### src/rtl/qce_pkg.sv
// ----------------------------------------------------------------------------
// qce_pkg
// Shared types and codes of the quadruple common-subexpression eliminator.
// ----------------------------------------------------------------------------
package qce_pkg;

  typedef struct packed {
    logic       block_start;
    logic [7:0] operator_code;
    logic [7:0] first_arg;
    logic [7:0] second_arg;
    logic [7:0] dest_name;
  } in_item_t;

  typedef struct packed {
    logic [7:0] out_operator;
    logic [7:0] out_first;
    logic [7:0] out_second;
    logic [7:0] out_dest;
  } out_item_t;

  typedef enum logic [1:0] {
    ST_IDLE,
    ST_SUBST,
    ST_QUAD,
    ST_FINISH
  } eng_state_e;

endpackage

### src/rtl/qce_if.sv
// ----------------------------------------------------------------------------
// qce_in_if / qce_out_if
// Valid/ready request channels carrying quadruples into and out of the block.
// ----------------------------------------------------------------------------
interface qce_in_if;
  logic               valid;
  logic               ready;
  qce_pkg::in_item_t  item;

  modport source (output valid, output item, input ready);
  modport sink   (input valid, input item, output ready);
endinterface

interface qce_out_if;
  logic               valid;
  logic               ready;
  qce_pkg::out_item_t item;

  modport source (output valid, output item, input ready);
  modport sink   (input valid, input item, output ready);
endinterface

### src/rtl/qce_queue.sv
// ----------------------------------------------------------------------------
// qce_queue
// Two-entry request queue between the input port and the table engine.
// ----------------------------------------------------------------------------
module qce_queue (
  input  logic              clk_i,
  input  logic              rst_ni,
  qce_in_if.sink            in_i,
  output logic              pop_valid_o,
  output qce_pkg::in_item_t pop_item_o,
  input  logic              pop_i
);
  import qce_pkg::*;

  in_item_t    mem_q [2];
  logic        wr_ptr_q, wr_ptr_d;
  logic        rd_ptr_q, rd_ptr_d;
  logic [1:0]  cnt_q, cnt_d;
  logic        push, pop;

  assign in_i.ready  = (cnt_q != 2'd2);
  assign push        = in_i.valid && in_i.ready;
  assign pop_valid_o = (cnt_q != 2'd0);
  assign pop         = pop_i && pop_valid_o;
  assign pop_item_o  = mem_q[rd_ptr_q];

  always_comb begin
    wr_ptr_d = push ? ~wr_ptr_q : wr_ptr_q;
    rd_ptr_d = pop ? ~rd_ptr_q : rd_ptr_q;
    unique case ({push, pop})
      2'b10:   cnt_d = cnt_q + 2'd1;
      2'b01:   cnt_d = cnt_q - 2'd1;
      default: cnt_d = cnt_q;
    endcase
  end

  always_ff @(posedge clk_i or negedge rst_ni) begin
    if (!rst_ni) begin
      wr_ptr_q <= 1'b0;
      rd_ptr_q <= 1'b0;
      cnt_q    <= 2'd0;
    end else begin
      wr_ptr_q <= wr_ptr_d;
      rd_ptr_q <= rd_ptr_d;
      cnt_q    <= cnt_d;
    end
  end

  always_ff @(posedge clk_i) begin
    if (push) begin
      mem_q[wr_ptr_q] <= in_i.item;
    end
  end

endmodule

### src/rtl/qce_engine.sv
// ----------------------------------------------------------------------------
// qce_engine
// Walks the substitution table, then the quadruple table, records the result
// and drives the registered output.
// ----------------------------------------------------------------------------
module qce_engine #(
  parameter int unsigned Depth = 16
) (
  input  logic              clk_i,
  input  logic              rst_ni,
  input  logic              item_valid_i,
  input  qce_pkg::in_item_t item_i,
  output logic              item_pop_o,
  qce_out_if.source         out_o
);
  import qce_pkg::*;

  localparam int unsigned AW = (Depth > 1) ? $clog2(Depth) : 1;
  localparam int unsigned CW = $clog2(Depth + 1);
  localparam logic [CW-1:0] DepthCnt = CW'(Depth);

  logic [15:0] subst_mem [Depth];
  logic [31:0] quad_mem  [Depth];

  eng_state_e  state_q, state_d;
  logic [7:0]  op_q, a1_q, a2_q, dst_q;
  logic [CW-1:0] idx_q;
  logic [CW-1:0] sub_cnt_q, quad_cnt_q;
  logic        pend_q;
  logic [15:0] sub_rd_q;
  logic [31:0] quad_rd_q;
  logic        found_q;
  logic [7:0]  match_q;
  logic        out_vld_q;
  out_item_t   out_item_q;

  logic [CW-1:0] scan_cnt;
  logic        scan_done;
  logic        issue;
  logic        recorded;
  logic        out_free;
  logic        commit;
  logic        pop;
  logic        hit;

  assign scan_cnt  = (state_q == ST_SUBST) ? sub_cnt_q : quad_cnt_q;
  assign scan_done = (idx_q == scan_cnt);
  assign recorded  = found_q && (sub_cnt_q != DepthCnt);
  assign out_free  = !out_vld_q || out_o.ready;
  assign hit       = pend_q && !found_q && (quad_rd_q[31:8] == {op_q, a1_q, a2_q});

  // next state
  always_comb begin
    state_d = state_q;
    unique case (state_q)
      ST_IDLE:   if (item_valid_i) state_d = ST_SUBST;
      ST_SUBST:  if (scan_done && !pend_q) state_d = ST_QUAD;
      ST_QUAD:   if (found_q || (scan_done && !pend_q)) state_d = ST_FINISH;
      ST_FINISH: if (recorded || out_free) state_d = ST_IDLE;
      default:   state_d = ST_IDLE;
    endcase
  end

  // control outputs
  always_comb begin
    pop    = 1'b0;
    issue  = 1'b0;
    commit = 1'b0;
    unique case (state_q)
      ST_IDLE:   pop    = item_valid_i;
      ST_SUBST:  issue  = !scan_done;
      ST_QUAD:   issue  = !scan_done && !found_q;
      ST_FINISH: commit = recorded || out_free;
      default:   ;
    endcase
  end

  assign item_pop_o  = pop;
  assign out_o.valid = out_vld_q;
  assign out_o.item  = out_item_q;

  always_ff @(posedge clk_i or negedge rst_ni) begin
    if (!rst_ni) begin
      state_q    <= ST_IDLE;
      idx_q      <= '0;
      pend_q     <= 1'b0;
      found_q    <= 1'b0;
      sub_cnt_q  <= '0;
      quad_cnt_q <= '0;
      out_vld_q  <= 1'b0;
    end else begin
      state_q <= state_d;
      pend_q  <= issue;
      if (pop) begin
        idx_q   <= '0;
        found_q <= 1'b0;
        if (item_i.block_start) begin
          sub_cnt_q  <= '0;
          quad_cnt_q <= '0;
        end
      end else if (state_q == ST_SUBST && state_d == ST_QUAD) begin
        idx_q <= '0;
      end else if (issue) begin
        idx_q <= idx_q + 1'b1;
      end
      if (state_q == ST_QUAD && hit) begin
        found_q <= 1'b1;
      end
      if (commit) begin
        found_q <= 1'b0;
        if (recorded) begin
          sub_cnt_q <= sub_cnt_q + 1'b1;
        end
        if (quad_cnt_q != DepthCnt) begin
          quad_cnt_q <= quad_cnt_q + 1'b1;
        end
      end
      if (commit && !recorded) begin
        out_vld_q <= 1'b1;
      end else if (out_o.ready) begin
        out_vld_q <= 1'b0;
      end
    end
  end

  // payload and table reads/writes
  always_ff @(posedge clk_i) begin
    if (pop) begin
      op_q  <= item_i.operator_code;
      a1_q  <= item_i.first_arg;
      a2_q  <= item_i.second_arg;
      dst_q <= item_i.dest_name;
    end else if (state_q == ST_SUBST && pend_q) begin
      // chained rewrite: each entry sees the value left by the older ones
      if (sub_rd_q[7:0] == a1_q) a1_q <= sub_rd_q[15:8];
      if (sub_rd_q[7:0] == a2_q) a2_q <= sub_rd_q[15:8];
    end
    if (state_q == ST_QUAD && hit) begin
      match_q <= quad_rd_q[7:0];
    end
    if (issue) begin
      sub_rd_q  <= subst_mem[idx_q[AW-1:0]];
      quad_rd_q <= quad_mem[idx_q[AW-1:0]];
    end
    if (commit && recorded) begin
      subst_mem[sub_cnt_q[AW-1:0]] <= {match_q, dst_q};
    end
    if (commit && (quad_cnt_q != DepthCnt)) begin
      quad_mem[quad_cnt_q[AW-1:0]] <= {op_q, a1_q, a2_q, dst_q};
    end
    if (commit && !recorded) begin
      out_item_q <= '{out_operator: op_q, out_first: a1_q,
                      out_second: a2_q, out_dest: dst_q};
    end
  end

`ifndef SYNTHESIS
  a_sub_cnt_bound: assert property (@(posedge clk_i) disable iff (!rst_ni)
    sub_cnt_q <= DepthCnt) else $error("substitution count overflow");

  a_quad_cnt_bound: assert property (@(posedge clk_i) disable iff (!rst_ni)
    quad_cnt_q <= DepthCnt) else $error("quadruple count overflow");

  a_found_scope: assert property (@(posedge clk_i) disable iff (!rst_ni)
    found_q |-> (state_q == ST_QUAD || state_q == ST_FINISH))
    else $error("match flag outside table scan");

  a_no_emit_on_record: assert property (@(posedge clk_i) disable iff (!rst_ni)
    (commit && recorded && !out_vld_q) |=> !out_vld_q)
    else $error("recorded quadruple was emitted");
`endif

endmodule

### src/rtl/quadruple_cse_eliminator_core.sv
// ----------------------------------------------------------------------------
// quadruple_cse_eliminator_core
// Local common-subexpression elimination over a stream of quadruples.
// ----------------------------------------------------------------------------
// order: an accepted item has its arguments rewritten through the substitution table,
//   then is matched against the quadruple table (a match stops the scan early), then
//   is committed; the engine takes no new item until it has finished the last one,
//   and the single read port of each table is walked one entry a cycle;
//   a kept quadruple also waits while the output register is still full
// reset: counts and control cleared asynchronously; tables need no clearing
module quadruple_cse_eliminator_core #(
  parameter int unsigned Depth = 16
) (
  input  logic      clk_i,
  input  logic      rst_ni,
  qce_in_if.sink    in_i,
  qce_out_if.source out_o
);
  import qce_pkg::*;

  logic     q_valid;
  in_item_t q_item;
  logic     q_pop;

  qce_queue u_queue (
    .clk_i       (clk_i),
    .rst_ni      (rst_ni),
    .in_i        (in_i),
    .pop_valid_o (q_valid),
    .pop_item_o  (q_item),
    .pop_i       (q_pop)
  );

  qce_engine #(
    .Depth (Depth)
  ) u_engine (
    .clk_i        (clk_i),
    .rst_ni       (rst_ni),
    .item_valid_i (q_valid),
    .item_i       (q_item),
    .item_pop_o   (q_pop),
    .out_o        (out_o)
  );

endmodule
### src/flat_wrapper.sv
// flat-port wrapper written by rule: the top's interface ports become plain ports
module quadruple_cse_eliminator_core_flat import qce_pkg::*;
#(
  parameter int unsigned Depth = 16
)
  (clk_i, rst_ni, in_i_valid, in_i_item, in_i_ready, out_o_valid, out_o_item, out_o_ready);
  qce_in_if in_i_i ();
  qce_out_if out_o_i ();
  input  logic clk_i;
  input  logic rst_ni;
  input wire logic [$bits(in_i_i.valid)-1:0] in_i_valid;
  input wire logic [$bits(in_i_i.item)-1:0] in_i_item;
  output wire logic [$bits(in_i_i.ready)-1:0] in_i_ready;
  output wire logic [$bits(out_o_i.valid)-1:0] out_o_valid;
  output wire logic [$bits(out_o_i.item)-1:0] out_o_item;
  input wire logic [$bits(out_o_i.ready)-1:0] out_o_ready;
  assign in_i_i.valid = in_i_valid;
  assign in_i_i.item = in_i_item;
  assign in_i_ready = in_i_i.ready;
  assign out_o_valid = out_o_i.valid;
  assign out_o_item = out_o_i.item;
  assign out_o_i.ready = out_o_ready;
  quadruple_cse_eliminator_core #(.Depth(Depth)) u_core (.clk_i(clk_i), .rst_ni(rst_ni), .in_i(in_i_i), .out_o(out_o_i));
endmodule
### config.mk
export PLATFORM = sky130hd
export DESIGN_NAME = quadruple_cse_eliminator_core_flat
export DESIGN_NICKNAME = d
export VERILOG_FILES = /design/src/rtl/qce_pkg.sv /design/src/rtl/qce_if.sv /design/src/rtl/qce_queue.sv /design/src/rtl/qce_engine.sv /design/src/rtl/quadruple_cse_eliminator_core.sv /design/src/flat_wrapper.sv
export SDC_FILE = /design/constraint.sdc
export NUM_CORES = 1
export LEC_CHECK = 0
export BUFFER_PORTS_ARGS = -buffer_cell sky130_fd_sc_hd__clkbuf_2
export CAP_MARGIN = 20
export CORE_ASPECT_RATIO = 0.7
export CORE_MARGIN = 5
export CORE_UTILIZATION = 55
export CTS_CLUSTER_DIAMETER = 50
export DETAILED_ROUTE_END_ITERATION = 10
export GPL_TIMING_DRIVEN = 1
export PLACE_DENSITY_LB_ADDON = 0.15
export SYNTH_ARGS = -nofsm -noshare
export SYNTH_HDL_FRONTEND = slang
export SYNTH_SLANG_ARGS = --single-unit
### constraint.sdc
create_clock -name clk_i -period 9.1 [get_ports clk_i]
set_input_delay 1.82 -clock clk_i [delete_from_list [all_inputs] [get_ports clk_i]]
set_output_delay 1.82 -clock clk_i [all_outputs]
set_load 0.05 [all_outputs]
==> impl_results.md, run 1 <==
- Status: finished clean
- Number of port buffers: 70
- Worst-margin pin slew: 1.137 ns
- Routability Congestion: 0.7865
- Fin Clk Skew: 0.02204 ns
- Die height: 227.4 microns
- Drt pass-1 iters: 5
- Number of synthesized flops with an enable pin: 954
- Overflow after GRT: 0
- ANT cells: 0
- Sw Ratio: 27.62%
- Final Instance Area: 41690 sq um
- Post-CTS Hold Buffers: 0
- Internal power: 0.008336 W
- Area growth syn-to-layout: 12.30%
- Number of remaining DRC errors: 0
- P_sw: 0.003180 W
- Yosys cell types: 48
- Post-route setup slack: 5.174 ns
- First-pass GRT wire length: 115900 microns
- Initial antenna violation count: 3
- Cell Rows: 79
- Crit-path max FO: 82
- Die area: 72870 sq um
- Post-route setup TNS: 0 ns
- Placed cells: 2516
- CP arrival: 4.31 ns
- Routed len/inst: 29.71 microns
- CTS sink cnt: 978
- Mapped Avg Cell Area: 23.42 sq um
- CP Class: reg -> reg
- Worst Hold Class: reg -> reg
- Share of layout cells above drive strength 1: 29.77%
- Antenna viol nets, final: 0
- RSZ-0062 raised after global routing: no
- Number of global-route vias before repair: 16.73k
- Final setup fails: 0
- Max-slew headroom: 24.17%
- Pre-CTS setup slack: 4.588 ns
- Most frequent cells after synthesis: edfxtp_1 (954), mux4_2 (240), clkbuf_1 (40)
- Final nets: 1776
- Comb pwr share: 15.0%
- Setup crit end kind: flop
- Total CTS buffers: 89
- Synth area leader: edfxtp_1
- Vias post-DR: 16.79k
- Clock share of power: 30.1%
- Core Box Area: 66620 sq um
- Non-Filler Instances: 2685
- Count leader, synth: edfxtp_1
- Leakage power total: 12.93 nW
- Die W: 320.5 microns
- DRT iter0 DRCs: 1957
- Post-CTS setup buffer count: 0
- Reg power frac: 54.9%
- Ys flop type: edfxtp_1
- Yosys warnings: 0
- Initial Util: 55.71%
- Htree depth: 3
- GRT Total Usage: 22.18%
- Pwr Density: 276.3 nW/um^2
- Area post-placement: 38800 sq um
- Syn Inst Count: 1585
- Max Fclk: 0.2547 GHz
- Overall routed net length: 79760 microns
- Post-DP HPWL: 45550 microns
- Largest net degree at the start of global routing: 140
- CTS root buf: clkbuf_16
- Final design utilization: 62.57%
- Synthesized flop and latch total: 978
- Clock buffer depth: 3
- Peak VDD IR: 315.0 uV
- Seq/Total Area, Yosys: 78.80%
- Clock transition at path regs: 0.06 ns
- Critical Path RT: 9.48 ns
- Worst-skew pair later-pin latency: 0.65 ns
- Synthesized area: 37120 sq um
- Final worst path period share: 43.14%
- Startpoint Class: flop
- Top cells by area, synth: edfxtp_1 (77%), mux4_2 (15%), dfrtp_1 (1.6%), xor2_1 (0.76%), mux2i_1 (0.59%)
- Post-synth ARST share: 2.454%
- Final Max Slew Viols: 0
- Final Hold Violating Endpoints: 0
- DR vias/cell: 6.251
- Top-area cell type share of the netlist area: 77.18%
- CTS tree: done
- Max-cap violations: 0
- Io pins: 71
- Final min period: 3.926 ns
- Mapped Nets: 1637
- Resize count post-CTS: 0
==> metal layers <==
metal  vias to the layer above  global-route usage [%]  routed length (microns)
met1                      9032                   35.33                    35160
met4                         0                   4.485                     1307
met2                       728                   31.90                    35950
li1                       6928                       -                        -
met3                        97                   5.715                     7339
met5                         -                       0                        0
==> cells by family after synthesis <==
group	after synthesis	synth area share, %
DFF	978	78.80
muxes	279	15.67
and+or+nand+nor	105	1.540
buffers and inverters	93	1.055
AOI/OAI and AO/OA	59	1.109
xor gates and xnor gates	56	1.321
adders and majority gates	15	0.5056
==> path summary, 6_finish.rpt <==
path                                              start                             to  slack, ns  depth (start not counted)
setup / recovery               u_core.u_engine.idx_q[0]  u_core.u_engine.quad_rd_q[26]       5.17                          4
hold / removal             u_core.u_engine.quad_rd_q[6]     u_core.u_engine.match_q[6]       0.50                          0
setup reg to reg               u_core.u_engine.idx_q[0]  u_core.u_engine.quad_rd_q[26]       5.17                          4
hold reg to reg            u_core.u_engine.quad_rd_q[6]     u_core.u_engine.match_q[6]       0.50                          0
max in group asynchronous                        rst_ni       u_core.u_engine.idx_q[0]       7.39                          1
min in group asynchronous                        rst_ni    u_core.u_engine.out_o.valid       1.20                          1
==> flip-flops by register name, indices dropped and copies added (netlist names), 8 cells and up <==
signal / flops
u_core.u_engine.quad_mem: 512
u_core.u_engine.dst_q: 8
u_core.u_engine.op_q: 8
u_core.u_engine.a2_q: 8
u_core.u_queue.mem_q: 66
u_core.u_engine.a1_q: 8
u_core.u_engine.subst_mem: 256
u_core.u_engine.sub_rd_q: 16
u_core.u_engine.match_q: 8
u_core.u_engine.quad_rd_q: 32
u_core.u_engine.out_o.item: 32
==> placed cells by master (no fill, tap or decap), types with 18 or more instances in the layout <==
cell type and count:
a21oi_1 20, and2_1 18, buf_4 37, clkbuf_1 27, clkbuf_16 89, clkbuf_2 70, dfrtp_1 19, edfxtp_1 954
inv_1 18, mux2i_1 22, mux4_2 240, xnor2_1 24, xor2_1 32
==> area by class of cell <==
| cell class | count | area (sq um) |
|---|---|---|
| multi-input combinational | 514 | 7576 |
| inverter | 20 | 75.07 |
| fill | 4453 | 24940 |
| tap | 891 | 1115 |
| clock inverter | 41 | 290.3 |
| sequential | 978 | 29260 |
| timing repair buffer | 121 | 983.4 |
| clock buffer | 120 | 2384 |
==> critical path, cell delays in order, from the launching register on <==
cell,delay [ns]
dfrtp_4,1.05
buf_12,0.51
buf_4,0.71
mux4_2,0.62
mux4_2,0.46
==> through the flow <==
| step | hold WS, ns | power (W) |
|---|---|---|
| global placement | 0.4808 | 0.008043 |
| global route | 0.5019 | 0.01196 |
| finish | 0.5008 | 0.01152 |
| detailed placement | 0.4672 | 0.008110 |
| floorplan | 0.4003 | 0.007293 |
| CTS | 0.4992 | 0.01156 |
==> power by group through the flow <==
stage / Clock [W] / Combinational (W) / Sequential [W]
2_1_floorplan: 0 / 0.000963 / 0.00633
3_3_place_gp: 0 / 0.00160 / 0.00644
3_5_place_dp: 0 / 0.00164 / 0.00647
4_1_cts: 0.00353 / 0.00165 / 0.00638
5_1_grt: 0.00373 / 0.00186 / 0.00637
6_report: 0.00347 / 0.00173 / 0.00632
Power figures use the tool's default switching activity.
==> run 2, diff against run 1 <==
==> constraint.sdc (replaced) <==
create_clock -name clk_i -period 3.65 [get_ports clk_i]
set_input_delay 0.73 -clock clk_i [delete_from_list [all_inputs] [get_ports clk_i]]
set_output_delay 0.73 -clock clk_i [all_outputs]
set_load 0.05 [all_outputs]
==> impl_results.md, run 2 (synthesis results as in run 1) <==
- Number of port buffers: 70 (unchanged)
- Area post-placement: 39230 sq um (+1.1%)
- Post-CTS setup buffer count: 0 (unchanged)
- CP max-delay cell: and2_1
- Max-cap violations: 0 (unchanged)
- Vias post-DR: 16.97k (+1.1%)
- Resize count post-CTS: 0 (unchanged)
- Clock buffer depth: 3 (unchanged)
- Fin Clk Skew: 0.02510 ns (+0.003056 ns)
- Max-slew headroom: 28.31% (+4.1 points)
- Area growth syn-to-layout: 13.53%
- Crit-path max cell delay: 0.69 ns (-0.36 ns)
- ANT cells: 0 (unchanged)
- Post-DP HPWL: 51010 microns (+12%)
- Leakage power total: 13.22 nW (+2.2%)
- Setup crit end kind: flop
- Crit-path cells: inv_1 -> ha_1 -> and4bb_2 -> nor2_1 -> nand2_1 -> nor2_1 -> and2_1
- Overflow after GRT: 0 (unchanged)
- CP Buf/Inv Count: 1 (-1)
- Filler instances: 4419 (-0.76%)
- Placed cells: 2568 (+2.1%)
- Non-Filler Instances: 2733 (+1.8%)
- Crit-path max FO: 16 (-80%)
- Overall Power: 0.02946 W (+160%)
- Post-CTS Hold Buffers: 0 (unchanged)
- CP arrival: 3.36 ns (-0.95 ns)
- Worst-margin pin slew: 1.075 ns (-0.06203 ns)
- Share of layout cells above drive strength 1: 31.98% (+2.2 points)
- Routed len/inst: 29.80 microns (+0.32%)
- Final Max Slew Viols: 0 (unchanged)
- Die W: 320.5 microns (unchanged)
- Htree depth: 3 (unchanged)
- Die area: 72870 sq um (unchanged)
- Pwr Density: 699.2 nW/um^2 (+150%)
- R2R setup slack: 0.55 ns (-4.62 ns)
- Largest net degree at the start of global routing: 67 (-52%)
- First-pass GRT wire length: 118900 microns (+2.6%)
- Commonest non-fill, non-tap cell in the layout: edfxtp_1
- Total CTS buffers: 90 (+1.1%)
- Clock transition at path regs: 0.06 ns (about the same)
- Final setup fails: 0 (unchanged)
- Startpoint Class: flop
- Final Instance Area: 42140 sq um (+1.1%)
- Worst Hold Class: in -> async
- Number of global-route vias before repair: 16.95k (+1.4%)
- Final worst path period share: 84.86% (+42 points)
- Critical Path RT: 3.92 ns (-5.56 ns)
- Initial antenna violation count: 3 (unchanged)
- Routability Congestion: 0.8454 (+7.5%)
- RSZ-0062 raised after global routing: no
- Overall routed net length: 81450 microns (+2.1%)
- Io pins: 71 (unchanged)
- CTS tree: done
- Max Fclk: 0.3228 GHz (+27%)
- Largest register FFs: 512 (unchanged)
- DRT iter0 DRCs: 2230 (+14%)
- Initial Util: 55.71% (unchanged)
- Hold_ws: 0.1224 ns (-0.3784 ns)
- CTS sink cnt: 978 (unchanged)
- Post-route setup TNS: 0 ns (unchanged)
- Final min period: 3.098 ns (-0.8283 ns)
- Drt pass-1 iters: 5 (unchanged)
- Die height: 227.4 microns (unchanged)
- Status: finished clean
- CP Class: reg -> reg
- CTS root buf: clkbuf_16
- Most frequent cells in the layout: edfxtp_1 (954), mux4_2 (240), clkbuf_16 (93)
- Antenna viol nets, final: 0 (unchanged)
- Final nets: 1822 (+2.6%)
- Most frequent CP cell: nor2_1
- DR vias/cell: 6.210 (-0.66%)
- CP delay by family, top: simple AND/OR/NAND/NOR gates
- Cell Rows: 79 (unchanged)
- Core Box Area: 66620 sq um (unchanged)
- Worst-skew pair later-pin latency: 0.65 ns (about the same)
- Number of remaining DRC errors: 0 (unchanged)
- GRT Total Usage: 22.77% (+0.60 points)
- Peak VDD IR: 589.9 uV (+87%)
- Final Hold Violating Endpoints: 0 (unchanged)
-- run 2: cell types whose count changed in the layout (fill, tap and decap cells not counted), moves of 3 or more --
cell       before  now
buf_4          37   86
buf_16         10    1
buf_12          4    9
clkbuf_1       27   22
clkbuf_16      89   93
bufinv_16       2    5
-- run 2: final cells by class --
type,count,area [sq um],share of cell area [%]
Tap cell,891,1115,2.645
Timing Repair Buffer,166,1204,2.856
Clock buffer,121,2492,5.914
Multi-Input combinational cell,514,7606,18.05
Inverter,20,75.07,0.1781
Sequential cell,978,29260,69.44
Clock inverter,43,386.6,0.9175
-- run 2: routing by layer --
metal | GRT usage (%) | share of wire (%)
met5 | 0 | 0
met4 | 4.612 | 1.6
met3 | 6.301 | 11
met2 | 32.39 | 44
met1 | 36.31 | 44
-- run 2: stage by stage --
| stage | worst slack, ns | util [%] |
|---|---|---|
| floorplan | -0.6538 | - |
| global placement | 0.6933 | 58.89 |
| global route | 0.3535 | 63.25 |
| detailed placement | 0.5943 | 58.89 |
| finish | 0.5525 | 63.25 |
| CTS | 0.5656 | 63.21 |
-- run 2: power by group --
| part | switching (W) | internal, W | total, W |
|---|---|---|---|
| Clock | 0.00398 | 0.00517 | 0.00915 |
| Sequential | 0.000806 | 0.0145 | 0.0153 |
| Combinational | 0.00337 | 0.00169 | 0.00506 |
| Total | 0.00815 | 0.0213 | 0.0295 |
-- run 2: worst paths after layout --
kind	startpoint	cells past startpoint	endpoint
worst max register to register	u_core.u_engine.sub_cnt_q[0]	7	u_core.u_engine.subst_mem[14][15]
max in group asynchronous	rst_ni	1	u_core.u_engine.idx_q[1]
worst max-delay path	u_core.u_engine.sub_cnt_q[0]	7	u_core.u_engine.subst_mem[14][15]
min in group clk_i	in_i_item[25]	1	u_core.u_queue.mem_q[1][25]
worst min-delay path	rst_ni	1	u_core.u_queue.wr_ptr_q
worst min register to register	u_core.u_engine.quad_rd_q[1]	0	u_core.u_engine.match_q[1]
==> run 3, diff against run 2 <==
--- a/config.mk
+++ b/config.mk
@@ -5,6 +5,7 @@
 export SDC_FILE = /design/constraint.sdc
 export NUM_CORES = 1
 export LEC_CHECK = 0
+export ABC_AREA = 1
 export BUFFER_PORTS_ARGS = -buffer_cell sky130_fd_sc_hd__clkbuf_2
 export CAP_MARGIN = 20
 export CORE_ASPECT_RATIO = 0.7
==> constraint.sdc (replaced) <==
create_clock -name clk_i -period 3 [get_ports clk_i]
set_input_delay 0.6 -clock clk_i [delete_from_list [all_inputs] [get_ports clk_i]]
set_output_delay 0.6 -clock clk_i [all_outputs]
set_load 0.05 [all_outputs]
==> impl_results.md, run 3 <==
- Yosys cell types: 43 (-10%)
- Die area: 74430 sq um (+2.2%)
- Clock transition at path regs: 0.06 ns (about the same)
- Largest net degree at the start of global routing: 123 (+84%)
- Number of synthesized flops with an enable pin: 954 (unchanged)
- Commonest non-fill, non-tap cell in the layout: edfxtp_1
- Top cells by area, synth: edfxtp_1 (75%), o21ai_0 (5.4%), nor2_1 (4.4%), o221ai_1 (3.9%), nand2_1 (2.3%)
- Routed len/inst: 25.41 microns (-15%)
- CTS sink cnt: 978 (unchanged)
- Htree depth: 3 (unchanged)
- Final Hold Violating Endpoints: 0 (unchanged)
- R2R setup slack: 0.14 ns (-0.41 ns)
- Number of global-route vias before repair: 22.65k (+34%)
- Final setup fails: 0 (unchanged)
- Worst Hold Class: in -> reg
- Cell depth of the worst setup path: 10 (+3)
- Crit-path cells: inv_1 -> ha_1 -> nand3_1 -> nand2_2 -> a21oi_4 -> nand2_2 -> inv_1 -> nand2_1 -> nor2_4 -> buf_12
- Area growth syn-to-layout: 13.60% (about the same)
- RSZ-0062 raised after global routing: no
- Post-DP HPWL: 55790 microns (+9.4%)
- First-pass GRT wire length: 145300 microns (+22%)
- Critical Path Start: u_core.u_engine.sub_cnt_q[0]
- Largest register FFs: 512 (unchanged)
- Most frequent cells in the layout: edfxtp_1 (954), nor2_1 (423), o21ai_0 (412)
- Io pins: 71 (unchanged)
- Non-Filler Instances: 3795 (+39%)
- CP Buf/Inv Count: 3 (+2)
- Fin Clk Skew: 0.02756 ns (+0.002461 ns)
- End point of the critical path: u_core.u_engine.quad_mem[1][15]
- Pre-CTS setup slack: 0.1858 ns (-0.4085 ns)
- Worst-margin pin slew: 0.8848 ns (-0.1906 ns)
- Reg2Reg Depth: 10 (+3)
- Routability Congestion: 0.9130 (+8.0%)
- Clock buffer depth: 3 (unchanged)
- Count leader, synth: edfxtp_1
- Die height: 229.8 microns (+1.1%)
- R2r endpoint: u_core.u_engine.quad_mem[1][15]
- ANT cells: 0 (unchanged)
- CP max-delay cell: dfrtp_1
- Overall routed net length: 96430 microns (+18%)
- Critical Path RT: 3.33 ns (-0.59 ns)
- Post-route setup TNS: 0 ns (unchanged)
- Leakage power total: 14.40 nW (+8.9%)
- Peak VDD IR: 796.1 uV (+35%)
- Syn Inst Count: 2710 (+71%)
- Share of layout cells above drive strength 1: 12.72% (-19 points)
- Initial Util: 55.59% (-0.13 points)
- Crit-path max cell delay: 0.45 ns (-0.24 ns)
- CTS tree: done
- Synthesized area: 37950 sq um (+2.2%)
- Number of port buffers: 70 (unchanged)
- Overflow after GRT: 0 (unchanged)
- Final nets: 2871 (+58%)
- Core Box Area: 68270 sq um (+2.5%)
- Total CTS buffers: 90 (unchanged)
- CP Class: reg -> reg
- Post-route setup slack: 0.1438 ns (-0.4086 ns)
- Setup crit end kind: flop
- Placed cells: 3620 (+41%)
- Pwr Density: 932.4 nW/um^2 (+33%)
- Status: finished clean
- Synthesized flop and latch total: 978 (unchanged)
- Hold_ws: 0.1499 ns (+0.02749 ns)
- CTS root buf: clkbuf_16
- Most frequent cells after synthesis: edfxtp_1 (954), nor2_1 (442), o21ai_0 (412)
- Vias post-DR: 23.62k (+39%)
- DRT iter0 DRCs: 3128 (+40%)
- Seq/Total Area, Yosys: 77.07% (-1.7 points)
- CP delay by family, top: simple AND/OR/NAND/NOR gates
- Cell Rows: 80 (+1.3%)
- Final Max Slew Viols: 0 (unchanged)
- Reg2reg start: u_core.u_engine.sub_cnt_q[0]
- DR vias/cell: 6.225 (+0.24%)
- Ys flop type: edfxtp_1
- Post-synth ARST share: 2.454% (unchanged)
- Mapped Avg Cell Area: 14.00 sq um (-40%)
- Crit-path max FO: 25 (+9)
- Synth area leader: edfxtp_1
- Initial antenna violation count: 0 (-3)
- Final worst path period share: 95.21% (+10 points)
- CP arrival: 3.18 ns (-0.18 ns)
- Number of remaining DRC errors: 0 (unchanged)
- Worst-skew pair later-pin latency: 0.65 ns (about the same)
- Die W: 324.0 microns (+1.1%)
- Startpoint Class: flop
- Max-slew headroom: 41.02% (+13 points)
- Yosys warnings: 0 (unchanged)
- Top-area cell type share of the netlist area: 75.49% (-1.7 points)
- Max-cap violations: 0 (unchanged)
- Drt pass-1 iters: 5 (unchanged)
- Antenna viol nets, final: 0 (unchanged)
- Final min period: 2.856 ns (-0.2414 ns)
- Mapped Nets: 2762 (+69%)
- GRT Total Usage: 25.95% (+3.2 points)
- Max Fclk: 0.3501 GHz (+8.5%)
## run 3: how the worst min path moves through the flow
stage / end / depth (start not counted) / start / slack (ns)
6_report: u_core.u_queue.mem_q[0][25] / 1 / in_i_item[25] / 0.15
5_1_grt: u_core.u_queue.mem_q[1][3] / 1 / in_i_item[3] / 0.13
4_1_cts: u_core.u_queue.mem_q[1][24] / 1 / in_i_item[24] / 0.11
3_5_place_dp: u_core.u_engine.match_q[1] / 0 / u_core.u_engine.quad_rd_q[1] / 0.41
3_3_place_gp: u_core.u_engine.match_q[6] / 0 / u_core.u_engine.quad_rd_q[6] / 0.41
2_1_floorplan: u_core.u_engine.found_q / 0 / rst_ni / 0.30
## run 3: report_power, final
group	switching (W)	internal (W)
clock network	0.00483	0.00651
logic	0.00737	0.00266
registers	0.000856	0.0180
## run 3: metal layers
layer	wire length [microns]	share of wire (%)	track usage [%]	vias up
met1	42820	44	41.56	11860
met3	10240	11	5.802	129
li1	-	-	-	10370
met4	1834	1.9	5.537	0
met5	0	0	0	-
met2	41530	43	36.95	1265
## run 3: repair_timing
| item | 4_1_cts | 5_1_grt |
|---|---|---|
| resized for setup | 0 | 0 |
| hold endpoints to repair | 14 | 0 |
| setup endpoints to repair | 0 | 25 |
| hold buffers | 1 | 0 |
| setup buffers | 0 | 5 |
## run 3: worst reg2reg max path: stages, from the launching register on
cell	delay, ns
dfrtp_1	0.45
inv_1	0.12
ha_1	0.23
nand3_1	0.12
nand2_2	0.12
a21oi_4	0.24
nand2_2	0.17
inv_1	0.17
nand2_1	0.30
nor2_4	0.37
buf_12	0.24
## run 3: cell families (layout without fill, tap and decap cells)
| logic type | count (synthesis) | after routing | synth area share [%] |
|---|---|---|---|
| xor+xnor | 35 | 35 | 0.8078 |
| fa+ha+maj | 15 | 15 | 0.4946 |
| mux | 1 | 1 | 0.02638 |
| buf+inv | 230 | 413 | 2.526 |
| flops | 978 | 978 | 77.07 |
| compound gates | 656 | 656 | 10.69 |
| simple gates | 795 | 795 | 8.385 |
## run 3: area by class of cell
class | instances | area [sq um]
multi-input cells | 1502 | 7884
flip-flops and latches | 978 | 29260
inverters | 57 | 235.2
clock inverters | 39 | 389.1
well taps | 902 | 1129
repair buffers | 190 | 1677
fillers | 4879 | 25160
clock buffers | 127 | 2535
## run 3: through the flow
stage / utilization, % / total power [W] / instance area [sq um]
global route: 63.15 / 0.04196 / 43110
finish: 63.15 / 0.04019 / 43110
global placement: 58.67 / 0.02864 / 40050
detailed placement: 58.67 / 0.02888 / 40050
CTS: 62.97 / 0.04017 / 42990
floorplan: - / 0.02482 / 37960
